--- config.mk ---
export PLATFORM = sky130hd
export DESIGN_NAME = block_linear_tile_swizzle_top
export DESIGN_NICKNAME = d
export VERILOG_FILES = /design/src/rtl/core/bltsw_pkg.sv /design/src/rtl/core/block_linear_tile_swizzle_top.sv
export SDC_FILE = /design/constraint.sdc
export NUM_CORES = 1
export LEC_CHECK = 0
export ABC_AREA = 1
export BUFFER_PORTS_ARGS = -buffer_cell sky130_fd_sc_hd__buf_4
export CELL_PAD_IN_SITES_DETAIL_PLACEMENT = 1
export CELL_PAD_IN_SITES_GLOBAL_PLACEMENT = 1
export CORE_MARGIN = 4
export CORE_UTILIZATION = 46
export CTS_CLUSTER_DIAMETER = 40
export DETAILED_ROUTE_END_ITERATION = 10
export GPL_TIMING_DRIVEN = 0
export PLACE_DENSITY = 0.87
export REMOVE_ABC_BUFFERS = 1
export SLEW_MARGIN = 40
export SYNTH_ARGS = -nofsm -noshare
export SYNTH_HDL_FRONTEND = slang
export SYNTH_SLANG_ARGS = --single-unit
export TNS_END_PERCENT = 50
--- constraint.sdc ---
create_clock -name clk_i -period 32.3 [get_ports clk_i]
set_input_delay 3.23 -clock clk_i [delete_from_list [all_inputs] [get_ports clk_i]]
set_output_delay 3.23 -clock clk_i [all_outputs]
set_load 0.02 [all_outputs]
--- src/rtl/core/bltsw_pkg.sv ---
// shared types and constants for the block-linear tile swizzle
package bltsw_pkg;

  // clamp limits for the configuration registers
  localparam int unsigned MAX_ROW_BYTES = 16384;
  localparam int unsigned MAX_ROWS      = 4096;
  localparam int unsigned MAX_BH_LOG2   = 5;

  // tile geometry
  localparam int unsigned CHUNK_BYTES   = 16;
  localparam int unsigned TILE_W_LOG2   = 6;
  localparam int unsigned TILE_H_LOG2   = 3;
  localparam int unsigned TILE_B_LOG2   = 9;

  // register widths
  localparam int unsigned ROW_BYTES_W   = 15;
  localparam int unsigned FRAME_ROWS_W  = 13;
  localparam int unsigned PITCH_W       = 9;
  localparam int unsigned BH_W          = 3;
  localparam int unsigned ADDR_W        = 32;
  localparam int unsigned CFG_DATA_W    = 32;
  localparam int unsigned CFG_IDX_W     = 3;

  // counter widths
  localparam int unsigned COL_W         = 14;
  localparam int unsigned ROW_W         = 12;

  // configuration register indexes
  localparam logic [CFG_IDX_W-1:0] CFG_ROW_BYTES  = 3'd0;
  localparam logic [CFG_IDX_W-1:0] CFG_FRAME_ROWS = 3'd1;
  localparam logic [CFG_IDX_W-1:0] CFG_PITCH_GOBS = 3'd2;
  localparam logic [CFG_IDX_W-1:0] CFG_BH_LOG2    = 3'd3;
  localparam logic [CFG_IDX_W-1:0] CFG_FRAME_BASE = 3'd4;

  typedef struct packed {
    logic [63:0] chunk_low;
    logic [63:0] chunk_high;
  } in_item_t;

  typedef struct packed {
    logic [ADDR_W-1:0] dest_address;
    logic [63:0]       out_low;
    logic [63:0]       out_high;
    logic [15:0]       byte_enable;
    logic              row_end;
    logic              frame_end;
  } out_item_t;

endpackage

--- src/rtl/core/block_linear_tile_swizzle_top.sv ---
// top level of the block-linear tile swizzle: counters, address math, result register
//
// Takes a row-major image as 16-byte chunks, left to right and row by row, and
// returns for each chunk its byte address in a block-linear surface of 64-byte by
// 8-row tiles (16Bx2 order inside a tile), the 16 data bytes unchanged, a byte
// enable mask for a partial last chunk, and row and frame end flags. One result
// per transaction, one transaction per cycle sustained while out_stall_i stays
// low: the address is computed in a single pass (one 9x9 multiply, an add and
// the base add) between the column/row counters and the result register, and
// the input side keeps accepting while the result register is emptied in the
// same cycle. A result is valid in the cycle after its input transaction. Counters
// return to zero after the last chunk of the last row. The user must write the
// plain configuration write port only while idle; the block does not enforce it.
module block_linear_tile_swizzle_top (
  input  logic                                clk_i,
  input  logic                                rst_ni,
  // configuration write port
  input  logic                                cfg_we_i,
  input  logic [bltsw_pkg::CFG_IDX_W-1:0]     cfg_index_i,
  input  logic [bltsw_pkg::CFG_DATA_W-1:0]    cfg_data_i,
  // chunk input
  input  logic                                in_valid_i,
  output logic                                in_stall_o,
  input  bltsw_pkg::in_item_t                 in_data_i,
  // result output
  output logic                                out_valid_o,
  input  logic                                out_stall_i,
  output bltsw_pkg::out_item_t                out_data_o
);

  // configuration registers
  logic [bltsw_pkg::ROW_BYTES_W-1:0]  row_bytes_q;
  logic [bltsw_pkg::FRAME_ROWS_W-1:0] frame_rows_q;
  logic [bltsw_pkg::PITCH_W-1:0]      pitch_gobs_q;
  logic [bltsw_pkg::BH_W-1:0]         bh_log2_q;
  logic [bltsw_pkg::ADDR_W-1:0]       frame_base_q;

  // running counters
  logic [bltsw_pkg::COL_W-1:0] col_q, col_d;
  logic [bltsw_pkg::ROW_W-1:0] row_q, row_d;

  // result register
  logic                 out_valid_q, out_valid_d;
  bltsw_pkg::out_item_t out_data_q, out_data_d;

  logic in_accept;

  // clamped configuration
  logic [bltsw_pkg::ROW_BYTES_W-1:0]  len;
  logic [bltsw_pkg::FRAME_ROWS_W-1:0] rows;
  logic [bltsw_pkg::BH_W-1:0]         bh;

  // per-chunk decode
  logic [bltsw_pkg::ROW_BYTES_W-1:0] remain;
  logic                              col_past;
  logic [4:0]                        valid_cnt;
  logic [15:0]                       byte_en;
  logic                              rend;
  logic                              fend;

  // address pieces
  logic [7:0]  gob_x;
  logic [8:0]  gob_y;
  logic [8:0]  block_y;
  logic [8:0]  in_block_mask;
  logic [8:0]  in_block;
  logic [17:0] blk_row_prod;
  logic [18:0] blk_sum;
  logic [22:0] blk_sum_sh;
  logic [8:0]  in_tile;
  logic [bltsw_pkg::ADDR_W-1:0] tile_off;

  // transactions flow when the result register is empty or being drained
  assign in_stall_o = out_valid_q && out_stall_i;
  assign in_accept  = in_valid_i && !in_stall_o;

  // configuration writes
  always_ff @(posedge clk_i or negedge rst_ni) begin
    if (!rst_ni) begin
      row_bytes_q  <= 15'd5120;
      frame_rows_q <= 13'd720;
      pitch_gobs_q <= 9'd80;
      bh_log2_q    <= 3'd4;
      frame_base_q <= '0;
    end else if (cfg_we_i) begin
      case (cfg_index_i)
        bltsw_pkg::CFG_ROW_BYTES:  row_bytes_q  <= cfg_data_i[bltsw_pkg::ROW_BYTES_W-1:0];
        bltsw_pkg::CFG_FRAME_ROWS: frame_rows_q <= cfg_data_i[bltsw_pkg::FRAME_ROWS_W-1:0];
        bltsw_pkg::CFG_PITCH_GOBS: pitch_gobs_q <= cfg_data_i[bltsw_pkg::PITCH_W-1:0];
        bltsw_pkg::CFG_BH_LOG2:    bh_log2_q    <= cfg_data_i[bltsw_pkg::BH_W-1:0];
        bltsw_pkg::CFG_FRAME_BASE: frame_base_q <= cfg_data_i;
        default: ;
      endcase
    end
  end

  // clamp registers to their legal ranges
  always_comb begin
    len = row_bytes_q;
    if (row_bytes_q == '0) begin
      len = 15'd1;
    end else if (row_bytes_q > 15'(bltsw_pkg::MAX_ROW_BYTES)) begin
      len = 15'(bltsw_pkg::MAX_ROW_BYTES);
    end
    rows = frame_rows_q;
    if (frame_rows_q == '0) begin
      rows = 13'd1;
    end else if (frame_rows_q > 13'(bltsw_pkg::MAX_ROWS)) begin
      rows = 13'(bltsw_pkg::MAX_ROWS);
    end
    bh = bh_log2_q;
    if (bh_log2_q > 3'(bltsw_pkg::MAX_BH_LOG2)) begin
      bh = 3'(bltsw_pkg::MAX_BH_LOG2);
    end
  end

  // byte enables and row/frame end
  always_comb begin
    col_past  = {1'b0, col_q} >= len;
    remain    = len - {1'b0, col_q};
    valid_cnt = '0;
    if (!col_past) begin
      valid_cnt = (remain > 15'(bltsw_pkg::CHUNK_BYTES)) ? 5'(bltsw_pkg::CHUNK_BYTES)
                                                         : remain[4:0];
    end
    byte_en = 16'((17'd1 << valid_cnt) - 17'd1);
    rend    = col_past || (remain <= 15'(bltsw_pkg::CHUNK_BYTES));
    fend    = rend && (({1'b0, row_q} + 13'd1) >= rows);
  end

  // block-linear offset: block row, tile column, tile in block, then 16Bx2 inside
  always_comb begin
    gob_x         = col_q[bltsw_pkg::COL_W-1:bltsw_pkg::TILE_W_LOG2];
    gob_y         = row_q[bltsw_pkg::ROW_W-1:bltsw_pkg::TILE_H_LOG2];
    block_y       = gob_y >> bh;
    in_block_mask = (9'd1 << bh) - 9'd1;
    in_block      = gob_y & in_block_mask;
    blk_row_prod  = block_y * pitch_gobs_q;
    blk_sum       = {1'b0, blk_row_prod} + {11'd0, gob_x};
    blk_sum_sh    = {4'd0, blk_sum} << bh;
    // sector half, row pair, sector, odd row, byte in chunk
    in_tile       = {col_q[5], row_q[2:1], col_q[4], row_q[0], col_q[3:0]};
    tile_off      = {blk_sum_sh | {14'd0, in_block}, in_tile};
  end

  // counter advance and result register load
  always_comb begin
    col_d       = col_q;
    row_d       = row_q;
    out_valid_d = out_valid_q && out_stall_i;
    out_data_d  = out_data_q;
    if (in_accept) begin
      out_valid_d             = 1'b1;
      out_data_d.dest_address = frame_base_q + tile_off;
      out_data_d.out_low      = in_data_i.chunk_low;
      out_data_d.out_high     = in_data_i.chunk_high;
      out_data_d.byte_enable  = byte_en;
      out_data_d.row_end      = rend;
      out_data_d.frame_end    = fend;
      if (!rend) begin
        col_d = col_q + 14'(bltsw_pkg::CHUNK_BYTES);
      end else begin
        col_d = '0;
        row_d = fend ? '0 : row_q + 12'd1;
      end
    end
  end

  always_ff @(posedge clk_i or negedge rst_ni) begin
    if (!rst_ni) begin
      col_q       <= '0;
      row_q       <= '0;
      out_valid_q <= 1'b0;
    end else begin
      col_q       <= col_d;
      row_q       <= row_d;
      out_valid_q <= out_valid_d;
    end
  end

  // payload register, no reset
  always_ff @(posedge clk_i) begin
    out_data_q <= out_data_d;
  end

  assign out_valid_o = out_valid_q;
  assign out_data_o  = out_data_q;

  // counters restart after the last chunk of a frame
  a_frame_restart: assert property (@(posedge clk_i) disable iff (!rst_ni)
    in_accept && fend |=> (col_q == '0) && (row_q == '0))
    else $error("counters did not restart after frame end");

  // only the last chunk of a row can be partial
  a_full_chunk: assert property (@(posedge clk_i) disable iff (!rst_ni)
    out_valid_o && !out_data_o.row_end |-> out_data_o.byte_enable == 16'hFFFF)
    else $error("partial byte enable on a chunk that does not end its row");

  // frame end always closes a row
  a_frame_row: assert property (@(posedge clk_i) disable iff (!rst_ni)
    out_valid_o && out_data_o.frame_end |-> out_data_o.row_end)
    else $error("frame end without row end");

  // column stays chunk aligned
  a_col_align: assert property (@(posedge clk_i) disable iff (!rst_ni)
    in_accept |=> col_q[3:0] == 4'd0)
    else $error("column counter lost chunk alignment");

endmodule

# Yosys cells after proc, flatten, opt, wreduce, memory -nomap -nowiden
# Index checks and enable logic that the tools add are counted.
dict set report word_totals {
  reg_bits 277
  out_inout_bits 180
}
dict set report classes {
  add_sub_neg 8
  mul 1
  order_cmp 7
  n_eq_ne 4
  shift 4
  mux 10
  bitwise 2
  n_reduce_logical 14
}
# op n
set ops {}
lappend ops {{adder 32 bit} 1}
lappend ops {{2-to-1 mux 15 bit} 2}
lappend ops {{2-to-1 mux 13 bit} 2}
lappend ops {{bitwise OR 23 x 9 -> 23 bit} 1}
lappend ops {{left shift 19 x 3 -> 23 bit} 1}
lappend ops {{adder 18 x 8 -> 19 bit} 1}
lappend ops {{multiplier 9 x 9 -> 18 bit} 1}
lappend ops {{left shift 1 x 5 -> 16 bit, first input constant} 1}
lappend ops {{subtractor 16 x 1 -> 16 bit, second input constant} 1}
lappend ops {{greater-or-equal comparator 14 x 15 -> 1 bit} 1}
lappend ops {{greater-than comparator 15 bit, second input constant} 1}
lappend ops {{greater-than comparator 15 x 5 -> 1 bit, second input constant} 1}
lappend ops {{less-or-equal comparator 15 x 5 -> 1 bit, second input constant} 1}
lappend ops {{zero test 15 bit} 1}
lappend ops {{subtractor 15 x 14 -> 15 bit} 1}
lappend ops {{adder 14 x 5 -> 14 bit, second input constant} 1}
lappend ops {{2-to-1 mux 14 bit} 1}
lappend ops {{adder 12 x 1 -> 13 bit, second input constant} 1}
lappend ops {{greater-or-equal comparator 13 bit} 1}
lappend ops {{greater-than comparator 13 bit, second input constant} 1}
lappend ops {{zero test 13 bit} 1}
lappend ops {{adder 12 x 1 -> 12 bit, second input constant} 1}
lappend ops {{2-to-1 mux 12 bit} 1}
lappend ops {{AND reduction 2 bit} 6}
lappend ops {{15 further kinds} 19}

# Longest topological paths before layout
# Gate-level depths: netlist of run 1.
dict set report logic_depth {
  depth_word 9
  ltp_mapped 44
}

# Worst setup path before layout of run 1
# No wires, ideal clock.
dict set report synth_timing {
  path_type {input to register}
  startpoint {input port out_stall_i}
  endpoint {register col_q[12] (netlist name)}
  setup_ps 131
  arrival_time_ps 13239
  required_ps 32169
  path_slack_ps 18931
  stages 10
  cell_sequence {nand2_1 inv_1 nor2_1 inv_1 nor4_1 nand2_1 nor3_1 nand2_1 xor2_1 nor2_1}
}
dict set report synth_via {
  elab_chain_len 3
}
# item line
set synth_rtl {}
lappend synth_rtl {{from (decl)} block_linear_tile_swizzle_top.sv:27} ;# input logic out_stall_i,
lappend synth_rtl {{logical AND 1 bit} block_linear_tile_swizzle_top.sv:74} ;# assign in_stall_o = out_valid_q && out_stall_i;
lappend synth_rtl {{net in_stall_o} block_linear_tile_swizzle_top.sv:23} ;# output logic in_stall_o,
lappend synth_rtl {{zero test 1 bit} block_linear_tile_swizzle_top.sv:75} ;# assign in_accept = in_valid_i && !in_stall_o;
lappend synth_rtl {{logical AND 1 bit} block_linear_tile_swizzle_top.sv:75}
lappend synth_rtl {{net in_accept} block_linear_tile_swizzle_top.sv:46} ;# logic in_accept;
lappend synth_rtl {{to (signal assigned)} block_linear_tile_swizzle_top.sv:175} ;# col_q <= col_d;
lappend synth_rtl {{to (decl)} block_linear_tile_swizzle_top.sv:39} ;# logic [bltsw_pkg::COL_W-1:0] col_q, col_d;
# The timed path passes the listed nets, and every way through them passes these cells.
# A chain may end at the register's enable or synchronous reset.

# Final worst setup path of run 1
dict set report layout_timing {
  startpoint {register bh_log2_q[2] (netlist name)}
  endpoint {register out_data_q (netlist bit out_data_o[176]) (data pin)}
}
dict set report layout_via {
  elab_chain_len 8
  word_cells_on_any_way 11
  cone_classes {3 x add/sub; 1 x mul; 1 x order compare; 3 x shift; 1 x mux; 2 x bitwise}
}
# item line
set layout_rtl {}
lappend layout_rtl {{from (decl)} block_linear_tile_swizzle_top.sv:35} ;# logic [bltsw_pkg::BH_W-1:0] bh_log2_q;
lappend layout_rtl {{from (signal assigned)} block_linear_tile_swizzle_top.sv:90} ;# bltsw_pkg::CFG_BH_LOG2: bh_log2_q <= cfg_data_i[bltsw_pkg::BH_W-1:0];
lappend layout_rtl {{greater-than comparator 3 bit} block_linear_tile_swizzle_top.sv:112} ;# if (bh_log2_q > 3'(bltsw_pkg::MAX_BH_LOG2)) begin
lappend layout_rtl {{2-to-1 mux 3 bit *} block_linear_tile_swizzle_top.sv:112}
lappend layout_rtl {{>> shifter 9 x 3 -> 9 bit} block_linear_tile_swizzle_top.sv:135} ;# block_y = gob_y >> bh;
lappend layout_rtl {{multiplier 9 x 9 -> 18 bit} block_linear_tile_swizzle_top.sv:138} ;# blk_row_prod = block_y * pitch_gobs_q;
lappend layout_rtl {{adder 18 x 8 -> 19 bit} block_linear_tile_swizzle_top.sv:139} ;# blk_sum = {1'b0, blk_row_prod} + {11'd0, gob_x};
lappend layout_rtl {{left shift 19 x 3 -> 23 bit} block_linear_tile_swizzle_top.sv:140} ;# blk_sum_sh = {4'd0, blk_sum} << bh;
lappend layout_rtl {{bitwise OR 23 x 9 -> 23 bit *} block_linear_tile_swizzle_top.sv:143} ;# tile_off = {blk_sum_sh | {14'd0, in_block}, in_tile};
lappend layout_rtl {{adder 32 bit *} block_linear_tile_swizzle_top.sv:154} ;# out_data_d.dest_address = frame_base_q + tile_off;
lappend layout_rtl {{to (signal assigned)} block_linear_tile_swizzle_top.sv:183} ;# out_data_q <= out_data_d;
lappend layout_rtl {{to (decl)} block_linear_tile_swizzle_top.sv:44} ;# bltsw_pkg::out_item_t out_data_q, out_data_d;
# Every way passes the cells marked *; elsewhere a longest branch is shown, timed or not.

==> results of run 1 <==
==> kinds of logic (layout without fill, tap and decap cells) <==
group / after synthesis / in the layout / share of synthesized area (%)
mux: 19 / 19 / 1.30
flops: 273 / 273 / 47.7
xor+xnor: 57 / 57 / 3.08
buf+inv: 275 / 668 / 6.48
compound gates: 249 / 249 / 8.67
other cells: 2 / 7 / 0.0463
fa+ha+maj: 168 / 168 / 15.5
simple gates: 646 / 646 / 17.2
==> stage by stage <==
step | hold WS (ps) | cells
after floorplan | 425 | 1657
after global placement | 433 | 2459
after detailed placement | 442 | 2470
after CTS | 465 | 2536
after global routing | 478 | 2541
final | 460 | 2542
==> worst max-delay path: cells and delay by family, from the launching register on <==
kind                       cells  cell delay (ps)
adders and majority gates      7             2840
AOI/OAI and AO/OA             12             2770
and+or+nand+nor               13             2020
buffers and inverters          7             1090
DFF                            1              490
xor gates and xnor gates       1              110
==> synthesized netlist by cell type, types with 10 or more instances <==
cell,n
nand2_1,339
inv_1,232
edfxtp_1,178
nor2_1,162
ha_1,113
o21ai_0,108
dfrtp_1,86
a21oi_1,67
fa_1,55
nand3_1,52
xor2_1,40
clkbuf_1,26
nor3_1,19
o22ai_1,18
mux2_2,17
xnor2_1,17
nand4_1,15
nand2_2,13
inv_2,10
o21ai_1,10
==> layer usage <==
layer  GRT usage [%]  part of all wire (%)  routed length [µm]  vias to the layer above
met5               0                     0                   0                        -
met4            12.3                   4.3                2560                        0
met3            5.07                   6.0                3640                      144
met2            54.9                    52               31100                      539
met1            36.1                    38               22800                     7153
li1                -                     -                   -                     6364
==> layout make-up <==
class,instances,area (µm²),area share (%)
antenna,5,12.5,0.0601
clock buffer,45,996,4.79
tap,455,569,2.74
inverter,243,912,4.38
clock inverter,21,262,1.26
sequential,273,7730,37.2
multi-input combinational,1141,7470,35.9
timing repair buffer,359,2860,13.7
==> worst paths after layout <==
kind / endpoint / depth (start not counted) / start
worst max-delay path: out_data_o[176] / 40 / bh_log2_q[2]
max in group asynchronous: frame_rows_q[4] / 2 / rst_ni
worst max register to register: out_data_o[176] / 40 / bh_log2_q[2]
worst min register to register: out_data_o[149] / 0 / frame_base_q[3]
worst min-delay path: out_data_o[149] / 0 / frame_base_q[3]
min in group asynchronous: frame_base_q[31] / 1 / rst_ni
==> sequential cells by signal (all words and copies together) (netlist names) <==
name	count
col_q	10
bh_log2_q	3
out_valid_o	1
row_bytes_q	15
row_q	12
out_data_o	178
pitch_gobs_q	9
frame_rows_q	13
frame_base_q	32
==> power by group through the flow <==
| stage | Combinational, µW | Sequential, µW | Clock (µW) |
|---|---|---|---|
| floorplan | 599 | 535 | 0 |
| global placement | 858 | 505 | 0 |
| detailed placement | 912 | 504 | 0 |
| CTS | 936 | 502 | 429 |
| global route | 1050 | 508 | 446 |
| finish | 943 | 504 | 425 |
==> results.yml, run 1 <==
min_path:
  hold_path.class: "reg2reg"
pwr:
  internal_power_uw: 1050
  ir_drop_mv: 0.0410
  p_leak_uw: 0.0100
  switching_power_uw: 819
  swShare_pct: 43.8
  p_per_area_mw_per_mm2: 89.9
  pwr-share-comb_pct: 50.4
  seqPwrFrac_pct: 26.9
  power.total_uw: 1870
  p_clk_share_pct: 22.7
layout:
  fillCellCount: 3862
  nets: 2390
  layout_common_cells: "buf_4, nand2_1, inv_1, edfxtp_1, nor2_1"
  final_util_pct: 60.1
  drive_above_1_share_pct: 24.4
  stdcell_area_mm2: 0.0208
  final_common_cell: "buf_4"
  syn2layout_area_growth_pct: 28.4
cts:
  cts_tree: "yes"
  holdBufCountCts: 0
  cts_resized: 0
  post_cts_buffers: 0
  cts_max_level: 2
  numClockSinks: 273
  path_clk_slew_ps: 60
  cts_root_buffer: "clkbuf_16"
  cts_buffers: 36
  cts_buffer_depth: 3
  clk_latency_ps: 540
place:
  pre_cts_ws_ps: 22740
  port_buffers: 347
  post-dp-hpwl_um: 43300
  place_area_mm2: 0.0195
  place_congestion: 0.905
grt:
  grt_pass1_vias: 15200
  overflow: 0
  grt_max_degree: 96
  grt.total_usage_pct: 30.4
  grt_pass1_wl_um: 91400
  antenna_found_initial: 6
sta:
  fmax_mhz: 104
  fin_crit_sh_pct: 29.9
  maxSlewHeadroom_pct: 54.4
  drv_slew: 0
  layout_min_cycle_time_ps: 9640
  finalSetupTns_ps: 0
  rsz0062_at_grt: "false"
  worst_pin_slew_ps: 683
  hold_viol_final: 0
  finalSetupViolations: 0
  layout_setup_ws_ps: 22660
  skew_ps: 28.7
setup_path:
  end_kind: "flop"
  start_kind: "flop"
  worstPathRequired_ps: 32570
  path_class: "reg2reg"
  critPathMaxStageDelay_ps: 550
  worstPathArrival_ps: 9910
  reg2reg_slack_ps: 22660
  cp_max_fo: 31
  crit_slowest_cell: "fa_1"
synth:
  synth_flop_cell: "edfxtp_1"
  syn-cell-area_mm2: 0.0162
  ys_seq_area_share_pct: 47.7
  synth_cell_types: 55
  avgSynthCellArea_um2: 9.60
  ys_async_sr_fraction_pct: 34.8
  synth_area_leaders: "edfxtp_1, dfrtp_1, ha_1, nand2_1, fa_1"
  yosys_warnings: 0
  yosysTopAreaCell: "edfxtp_1"
  synth_top_cell_area_share_pct: 33.0
  ys_ff_latch: 273
  synth-edff-count: 178
  netlist_instances: 1689
floorplanning:
  die-width_um: 196
  initial_core_util_pct: 46.8
  die-area_mm2: 0.0383
  fp.dieH_um: 196
  core-area_mm2: 0.0346
  pin_count: 348
  rows: 68
drt:
  dr.first_iter.drc_count: 962
  routedWlPerCell_um: 23.7
  antenna_left: 0
  vias_per_cell: 5.59
  drt_pre_antenna_iters: 5
  vias: 14200
  finalWirelength_um: 60200
  drcViolationCount: 0
flow_run:
  maxCapViolCount: 0
run_status:
  status: "finished clean"
No activity file was read; power rests on OpenSTA's default activity.
==> inputs of run 2 (changes only) <==
--- a/config.mk
+++ b/config.mk
@@ -5,16 +5,16 @@
 export SDC_FILE = /design/constraint.sdc
 export NUM_CORES = 1
 export LEC_CHECK = 0
-export ABC_AREA = 1
+export ABC_AREA = 0
 export BUFFER_PORTS_ARGS = -buffer_cell sky130_fd_sc_hd__buf_4
 export CELL_PAD_IN_SITES_DETAIL_PLACEMENT = 1
 export CELL_PAD_IN_SITES_GLOBAL_PLACEMENT = 1
 export CORE_MARGIN = 4
-export CORE_UTILIZATION = 46
+export CORE_UTILIZATION = 44
 export CTS_CLUSTER_DIAMETER = 40
 export DETAILED_ROUTE_END_ITERATION = 10
 export GPL_TIMING_DRIVEN = 0
-export PLACE_DENSITY = 0.87
+export PLACE_DENSITY = 0.81
 export REMOVE_ABC_BUFFERS = 1
 export SLEW_MARGIN = 40
 export SYNTH_ARGS = -nofsm -noshare
==> constraint.sdc (replaced) <==
create_clock -name clk_i -period 9.4 [get_ports clk_i]
set_input_delay 0.94 -clock clk_i [delete_from_list [all_inputs] [get_ports clk_i]]
set_output_delay 0.94 -clock clk_i [all_outputs]
set_load 0.02 [all_outputs]
==> run 2 against run 1 <==
- cell count shrank 11%
- power rose to 4.0 times the previous value
- core utilization is 2.1 points lower
- design area up 1.8%
- sequential power rose to 3.6 times the previous value
- count of clock-buffer cells in the layout grew 12
- global-route usage shrank 5.2 points
- non-clock buffer count is 14 higher
- via count down 11%
- critical endpoint is now out_data_o[177]
- largest power group unchanged
==> results.yml, run 2 <==
floorplanning:
  rows: 70
  die-area_mm2: 0.0400
  initial_core_util_pct: 44.4
  core-area_mm2: 0.0365
  pin_count: 348
  die-width_um: 200
  fp.dieH_um: 200
synth:
  synth_flop_cell: "edfxtp_1"
  yosysTopAreaCell: "edfxtp_1"
  yosys-top-cells-count: "edfxtp_1, ha_1, nand2_1"
  ys_ff_latch: 273
  synth-edff-count: 178
  netlist_instances: 1396
  synth.most_common_cell: "edfxtp_1"
  synth_top_cell_area_share_pct: 32.9
  ys_async_sr_fraction_pct: 34.8
  synth_cell_types: 79
  avgSynthCellArea_um2: 11.6
  ys_seq_area_share_pct: 47.7
  synth_area_leaders: "edfxtp_1, dfrtp_1, ha_1, fa_1, mux2_2"
  syn-cell-area_mm2: 0.0162
  yosys_warnings: 0
pwr:
  swShare_pct: 42.3
  seqPwrFrac_pct: 23.9
  p_clk_share_pct: 21.3
  ir_drop_mv: 0.241
  p_leak_uw: 0.00941
  power.total_uw: 7480
  switching_power_uw: 3160
  p_per_area_mw_per_mm2: 353
  pwr-share-comb_pct: 54.8
  internal_power_uw: 4320
setup_path:
  path_delay_family: "adder cells"
  path_class: "reg2reg"
  critPathMaxStageDelay_ps: 730
  worstPathRequired_ps: 9690
  cp_max_fo: 13
  start_kind: "flop"
  critPathBufInv: 6
  end_kind: "flop"
  crit_slowest_cell: "dfstp_4"
  worstPathArrival_ps: 9280
grt:
  overflow: 0
  grt_pass1_wl_um: 77500
  grt_pass1_vias: 13400
  antenna_found_initial: 3
  grt_max_degree: 96
  grt.total_usage_pct: 25.2
place:
  place_inst: 2176
  pre_cts_ws_ps: -1280
  port_buffers: 347
  place_congestion: 0.869
  post-dp-hpwl_um: 38800
flow_run:
  maxCapViolCount: 0
drt:
  antenna_left: 0
  dr.first_iter.drc_count: 684
  finalWirelength_um: 53000
  drcViolationCount: 0
  drt_pre_antenna_iters: 6
  routedWlPerCell_um: 23.3
  vias_per_cell: 5.59
  vias: 12700
min_path:
  hold_path.class: "in2async"
sta:
  layout_min_cycle_time_ps: 8990
  skew_ps: 18.2
  fin_crit_sh_pct: 95.6
  timing.hold.ws_ps: 224
  maxSlewHeadroom_pct: 45.4
  layout_setup_ws_ps: 415
  drv_slew: 0
  finalSetupViolations: 0
  worst_pin_slew_ps: 798
  fmax_mhz: 111
  hold_viol_final: 0
layout:
  final_util_pct: 58.0
  fillCellCount: 3820
  drive_above_1_share_pct: 32.7
  syn2layout_area_growth_pct: 30.6
  layout_common_cells: "buf_4, edfxtp_1, ha_1, nand2_1, inv_1"
  largest_reg_flops: 178
  instances_no_fill: 2273
  final_common_cell: "buf_4"
  multi_input_area_mm2: 0.00813
  seqCellArea_mm2: 0.00774
  nets: 2104
cts:
  cts_root_buffer: "clkbuf_16"
  clk_latency_ps: 570
  path_clk_slew_ps: 50
  cts_max_level: 2
  numClockSinks: 273
  cts_buffer_depth: 3
  cts_buffers: 43
  cts_tree: "yes"
run_status:
  status: "finished clean"
## run 2: path summary, 6_finish.rpt
| path | start | to | slack (ps) | cells past startpoint |
|---|---|---|---|---|
| min in group clk_i | frame_base_q[0] | out_data_o[146] | 450 | 0 |
| worst max-delay path | bh_log2_q[2] | out_data_o[177] | 410 | 33 |
| worst max register to register | bh_log2_q[2] | out_data_o[177] | 410 | 33 |
| worst min register to register | frame_base_q[0] | out_data_o[146] | 450 | 0 |
| max in group asynchronous | rst_ni | frame_rows_q[6] | 8480 | 2 |
| worst min-delay path | rst_ni | frame_base_q[2] | 220 | 1 |
## run 2: layer usage
layer | global-route usage, % | vias up | wire length, µm
met3 | 4.46 | 96 | 3050
met2 | 46.4 | 359 | 28100
met1 | 29.3 | 6443 | 20000
met5 | 0 | - | 0
met4 | 9.23 | 0 | 1870
li1 | - | 5805 | -
## run 2: through the flow
| step | area [µm²] | TNS, ps |
|---|---|---|
| 6_report | 21200 | 0 |
| 5_1_grt | 21200 | -38.3 |
| 4_1_cts | 21000 | -85.4 |
| 3_5_place_dp | 19500 | -9040 |
| 3_3_place_gp | 19200 | -20180 |
| 2_1_floorplan | 16000 | -135 |
## run 2: timing repair
action | in CTS | in global routing
hold buffers | 0 | 0
endpoints found under the hold margin | 0 | 0
resized for setup | 13 | 13
gates cloned | 0 | 2
pin swaps | 2 | 3
setup buffers | 2 | 10
endpoints found under the setup margin | 13 | 12
## run 2: layout make-up
cell class                 count  area share (%)
multi-input combinational    976            38.4
tap                          468            2.76
timing repair inverter         1          0.0236
sequential                   273            36.6
clock inverter                23            1.09
inverter                     100            1.83
antenna                        2          0.0236
timing repair buffer         373            13.5
clock buffer                  57            5.82
## run 2: worst reg2reg max path, delay by kind of cell, from the launching register on
family                     cells  cell delay (ps)
buffers and inverters          6              430
AOI/OAI and AO/OA              8             2130
xor gates and xnor gates       1              330
muxes                          2              560
and+or+nand+nor                9             1310
DFF                            1              730
adders and majority gates      7             3230
## run 2: kinds of logic (layout without fill, tap and decap cells)
| logic type | after synthesis | count (layout) | synth area share (%) |
|---|---|---|---|
| AOI/OAI and AO/OA | 238 | 239 | 9.83 |
| xor gates and xnor gates | 60 | 60 | 3.32 |
| adders and majority gates | 168 | 168 | 15.5 |
| buffers and inverters | 148 | 554 | 3.52 |
| DFF | 273 | 273 | 47.7 |
| muxes | 110 | 110 | 7.46 |
| other | 2 | 4 | 0.0463 |
| and+or+nand+nor | 397 | 397 | 12.7 |
## run 2: power groups by stage
stage / clock [µW] / sequential (µW) / combinational (µW)
after CTS: 1630 / 1800 / 4020
after detailed placement: 0 / 1810 / 3920
final: 1600 / 1790 / 4100
after floorplan: 0 / 1890 / 2720
after global routing: 1690 / 1810 / 4570
after global placement: 0 / 1810 / 3720
==> inputs of run 3 (changes only) <==
--- a/config.mk
+++ b/config.mk
@@ -6,6 +6,7 @@
 export NUM_CORES = 1
 export LEC_CHECK = 0
 export ABC_AREA = 0
+export ABC_CLOCK_PERIOD_IN_PS = 8900
 export BUFFER_PORTS_ARGS = -buffer_cell sky130_fd_sc_hd__buf_4
 export CELL_PAD_IN_SITES_DETAIL_PLACEMENT = 1
 export CELL_PAD_IN_SITES_GLOBAL_PLACEMENT = 1
==> constraint.sdc (replaced) <==
create_clock -name clk_i -period 8.9 [get_ports clk_i]
set_input_delay 0.89 -clock clk_i [delete_from_list [all_inputs] [get_ports clk_i]]
set_output_delay 0.89 -clock clk_i [all_outputs]
set_load 0.02 [all_outputs]
==> run 3 against run 2 <==
- worst hold slack got worse by 58 ps
- power increased by 13%
- critical endpoint unchanged
- via count increased by 2.9%
- register-to-register slack got worse by 270 ps
- cell count increased by 1.5%
- maximum frequency is 2.6% higher
- sequential share of layout area down 0.82 points
- non-clock buffer count rose by 33
- setup slack worse by 270 ps
- largest power group unchanged
- clock power up 6%
- core utilization grew 1.3 points
==> results.yml, run 3 (same netlist as run 2, synthesis figures left out) <==
run_status:
  status: "finished clean"
sta:
  finalSetupTns_ps: 0
  maxSlewHeadroom_pct: 35.8
  layout_setup_ws_ps: 146
  worst_pin_slew_ps: 939
  skew_ps: 14.7
  layout_min_cycle_time_ps: 8750
  hold_viol_final: 0
  fmax_mhz: 114
  fin_crit_sh_pct: 98.4
  finalSetupViolations: 0
  drv_slew: 0
setup_path:
  rr_endpoint: "out_data_o[177]"
  critPathMaxStageDelay_ps: 560
  worstPathArrival_ps: 9050
  path_delay_family: "adder cells"
  path_class: "reg2reg"
  cp_max_fo: 11
  start_kind: "flop"
  r2r-start: "bh_log2_q[1]"
  reg2reg_slack_ps: 150
  worstPathRequired_ps: 9200
  end_kind: "flop"
  crit_slowest_cell: "dfrtp_4"
  ff2ff_path_depth: 30
  critPathBufInv: 3
  path_common_cell: "fa_1"
cts:
  numClockSinks: 273
  cts_root_buffer: "clkbuf_16"
  cts_max_level: 2
  clk_latency_ps: 570
  path_clk_slew_ps: 50
  cts_tree: "yes"
  cts_buffers: 43
  cts_buffer_depth: 3
  holdBufCountCts: 0
floorplanning:
  initial_core_util_pct: 44.4
  core-area_mm2: 0.0365
  die-area_mm2: 0.0400
  fp.dieH_um: 200
  pin_count: 348
  rows: 70
  die-width_um: 200
drt:
  vias_per_cell: 5.67
  routedWlPerCell_um: 24.2
  drcViolationCount: 0
  antenna_left: 0
  drt_pre_antenna_iters: 5
  finalWirelength_um: 55700
  dr.first_iter.drc_count: 774
  vias: 13100
grt:
  grt_pass1_wl_um: 78800
  grt_pass1_vias: 13600
  overflow: 0
  grt.total_usage_pct: 25.7
  grt_max_degree: 96
  antenna_found_initial: 3
place:
  place_inst: 2176
  place_area_mm2: 0.0195
  place_congestion: 0.869
  pre_cts_ws_ps: -1780
  port_buffers: 347
  post-dp-hpwl_um: 38800
layout:
  nets: 2137
  layout_common_cells: "buf_4, edfxtp_1, ha_1, nand2_1, inv_1"
  instances_no_fill: 2306
  syn2layout_area_growth_pct: 33.6
  final_common_cell: "buf_4"
  largest_reg_flops: 178
  drive_above_1_share_pct: 35.7
  stdcell_area_mm2: 0.0217
pwr:
  p_leak_uw: 0.00961
  ir_drop_mv: 0.295
  p_per_area_mw_per_mm2: 391
min_path:
  hold_path.class: "in2async"
flow_run:
  maxCapViolCount: 0
run 3: report_power, final:
| group | leakage [µW] | total (µW) | internal (µW) | switching (µW) |
|---|---|---|---|---|
| Clock | 0.000708 | 1690 | 1050 | 642 |
| Combinational | 0.00607 | 4890 | 2070 | 2820 |
| Sequential | 0.00282 | 1880 | 1710 | 174 |
| Total | 0.00961 | 8460 | 4820 | 3640 |
run 3: metrics by stage:
step           utilization, %  hold slack [ps]  power, µW
6_report                 59.3              166       8460
3_3_place_gp             52.6              427       5840
4_1_cts                  57.9              385       7930
2_1_floorplan               -              421       4860
5_1_grt                  59.3              170       9040
3_5_place_dp             53.3              433       6050
run 3: metal layers:
| layer | routed length (µm) | track usage [%] | vias to the layer above |
|---|---|---|---|
| li1 | - | - | 5867 |
| met1 | 20600 | 29.6 | 6669 |
| met2 | 29500 | 47.6 | 415 |
| met3 | 3370 | 4.46 | 126 |
| met4 | 2210 | 9.74 | 0 |
| met5 | 0 | 0 | - |
run 3: worst max-delay path by stage:
stage               cells past startpoint          from  slack [ps]         endpoint
finish                                 30  bh_log2_q[1]         150  out_data_o[177]
global route                           32  bh_log2_q[2]         -90  out_data_o[177]
CTS                                    34  bh_log2_q[2]          10  out_data_o[177]
detailed placement                     33  bh_log2_q[2]       -1780  out_data_o[177]
global placement                       33  bh_log2_q[1]       -2660  out_data_o[177]
floorplan                              34  bh_log2_q[1]        -630  out_data_o[177]
run 3: timing repair:
action                                  CTS  global route
endpoints found under the hold margin     0             0
pin swaps                                 4            20
buffers inserted                         12            33
cloned                                    2             0
gates resized for setup                  24            48
endpoints found under the setup margin   14            12
run 3: area by class of cell:
cell class | instances | area [µm²]
Antenna cell | 2 | 5.00
Fill cell | 3788 | 14900
Clock inverter | 23 | 230
Sequential cell | 273 | 7740
Tap cell | 468 | 586
Multi-Input combinational cell | 976 | 8350
Timing Repair inverter | 1 | 5.00
Inverter | 100 | 388
Timing Repair Buffer | 406 | 3120
Clock buffer | 57 | 1230
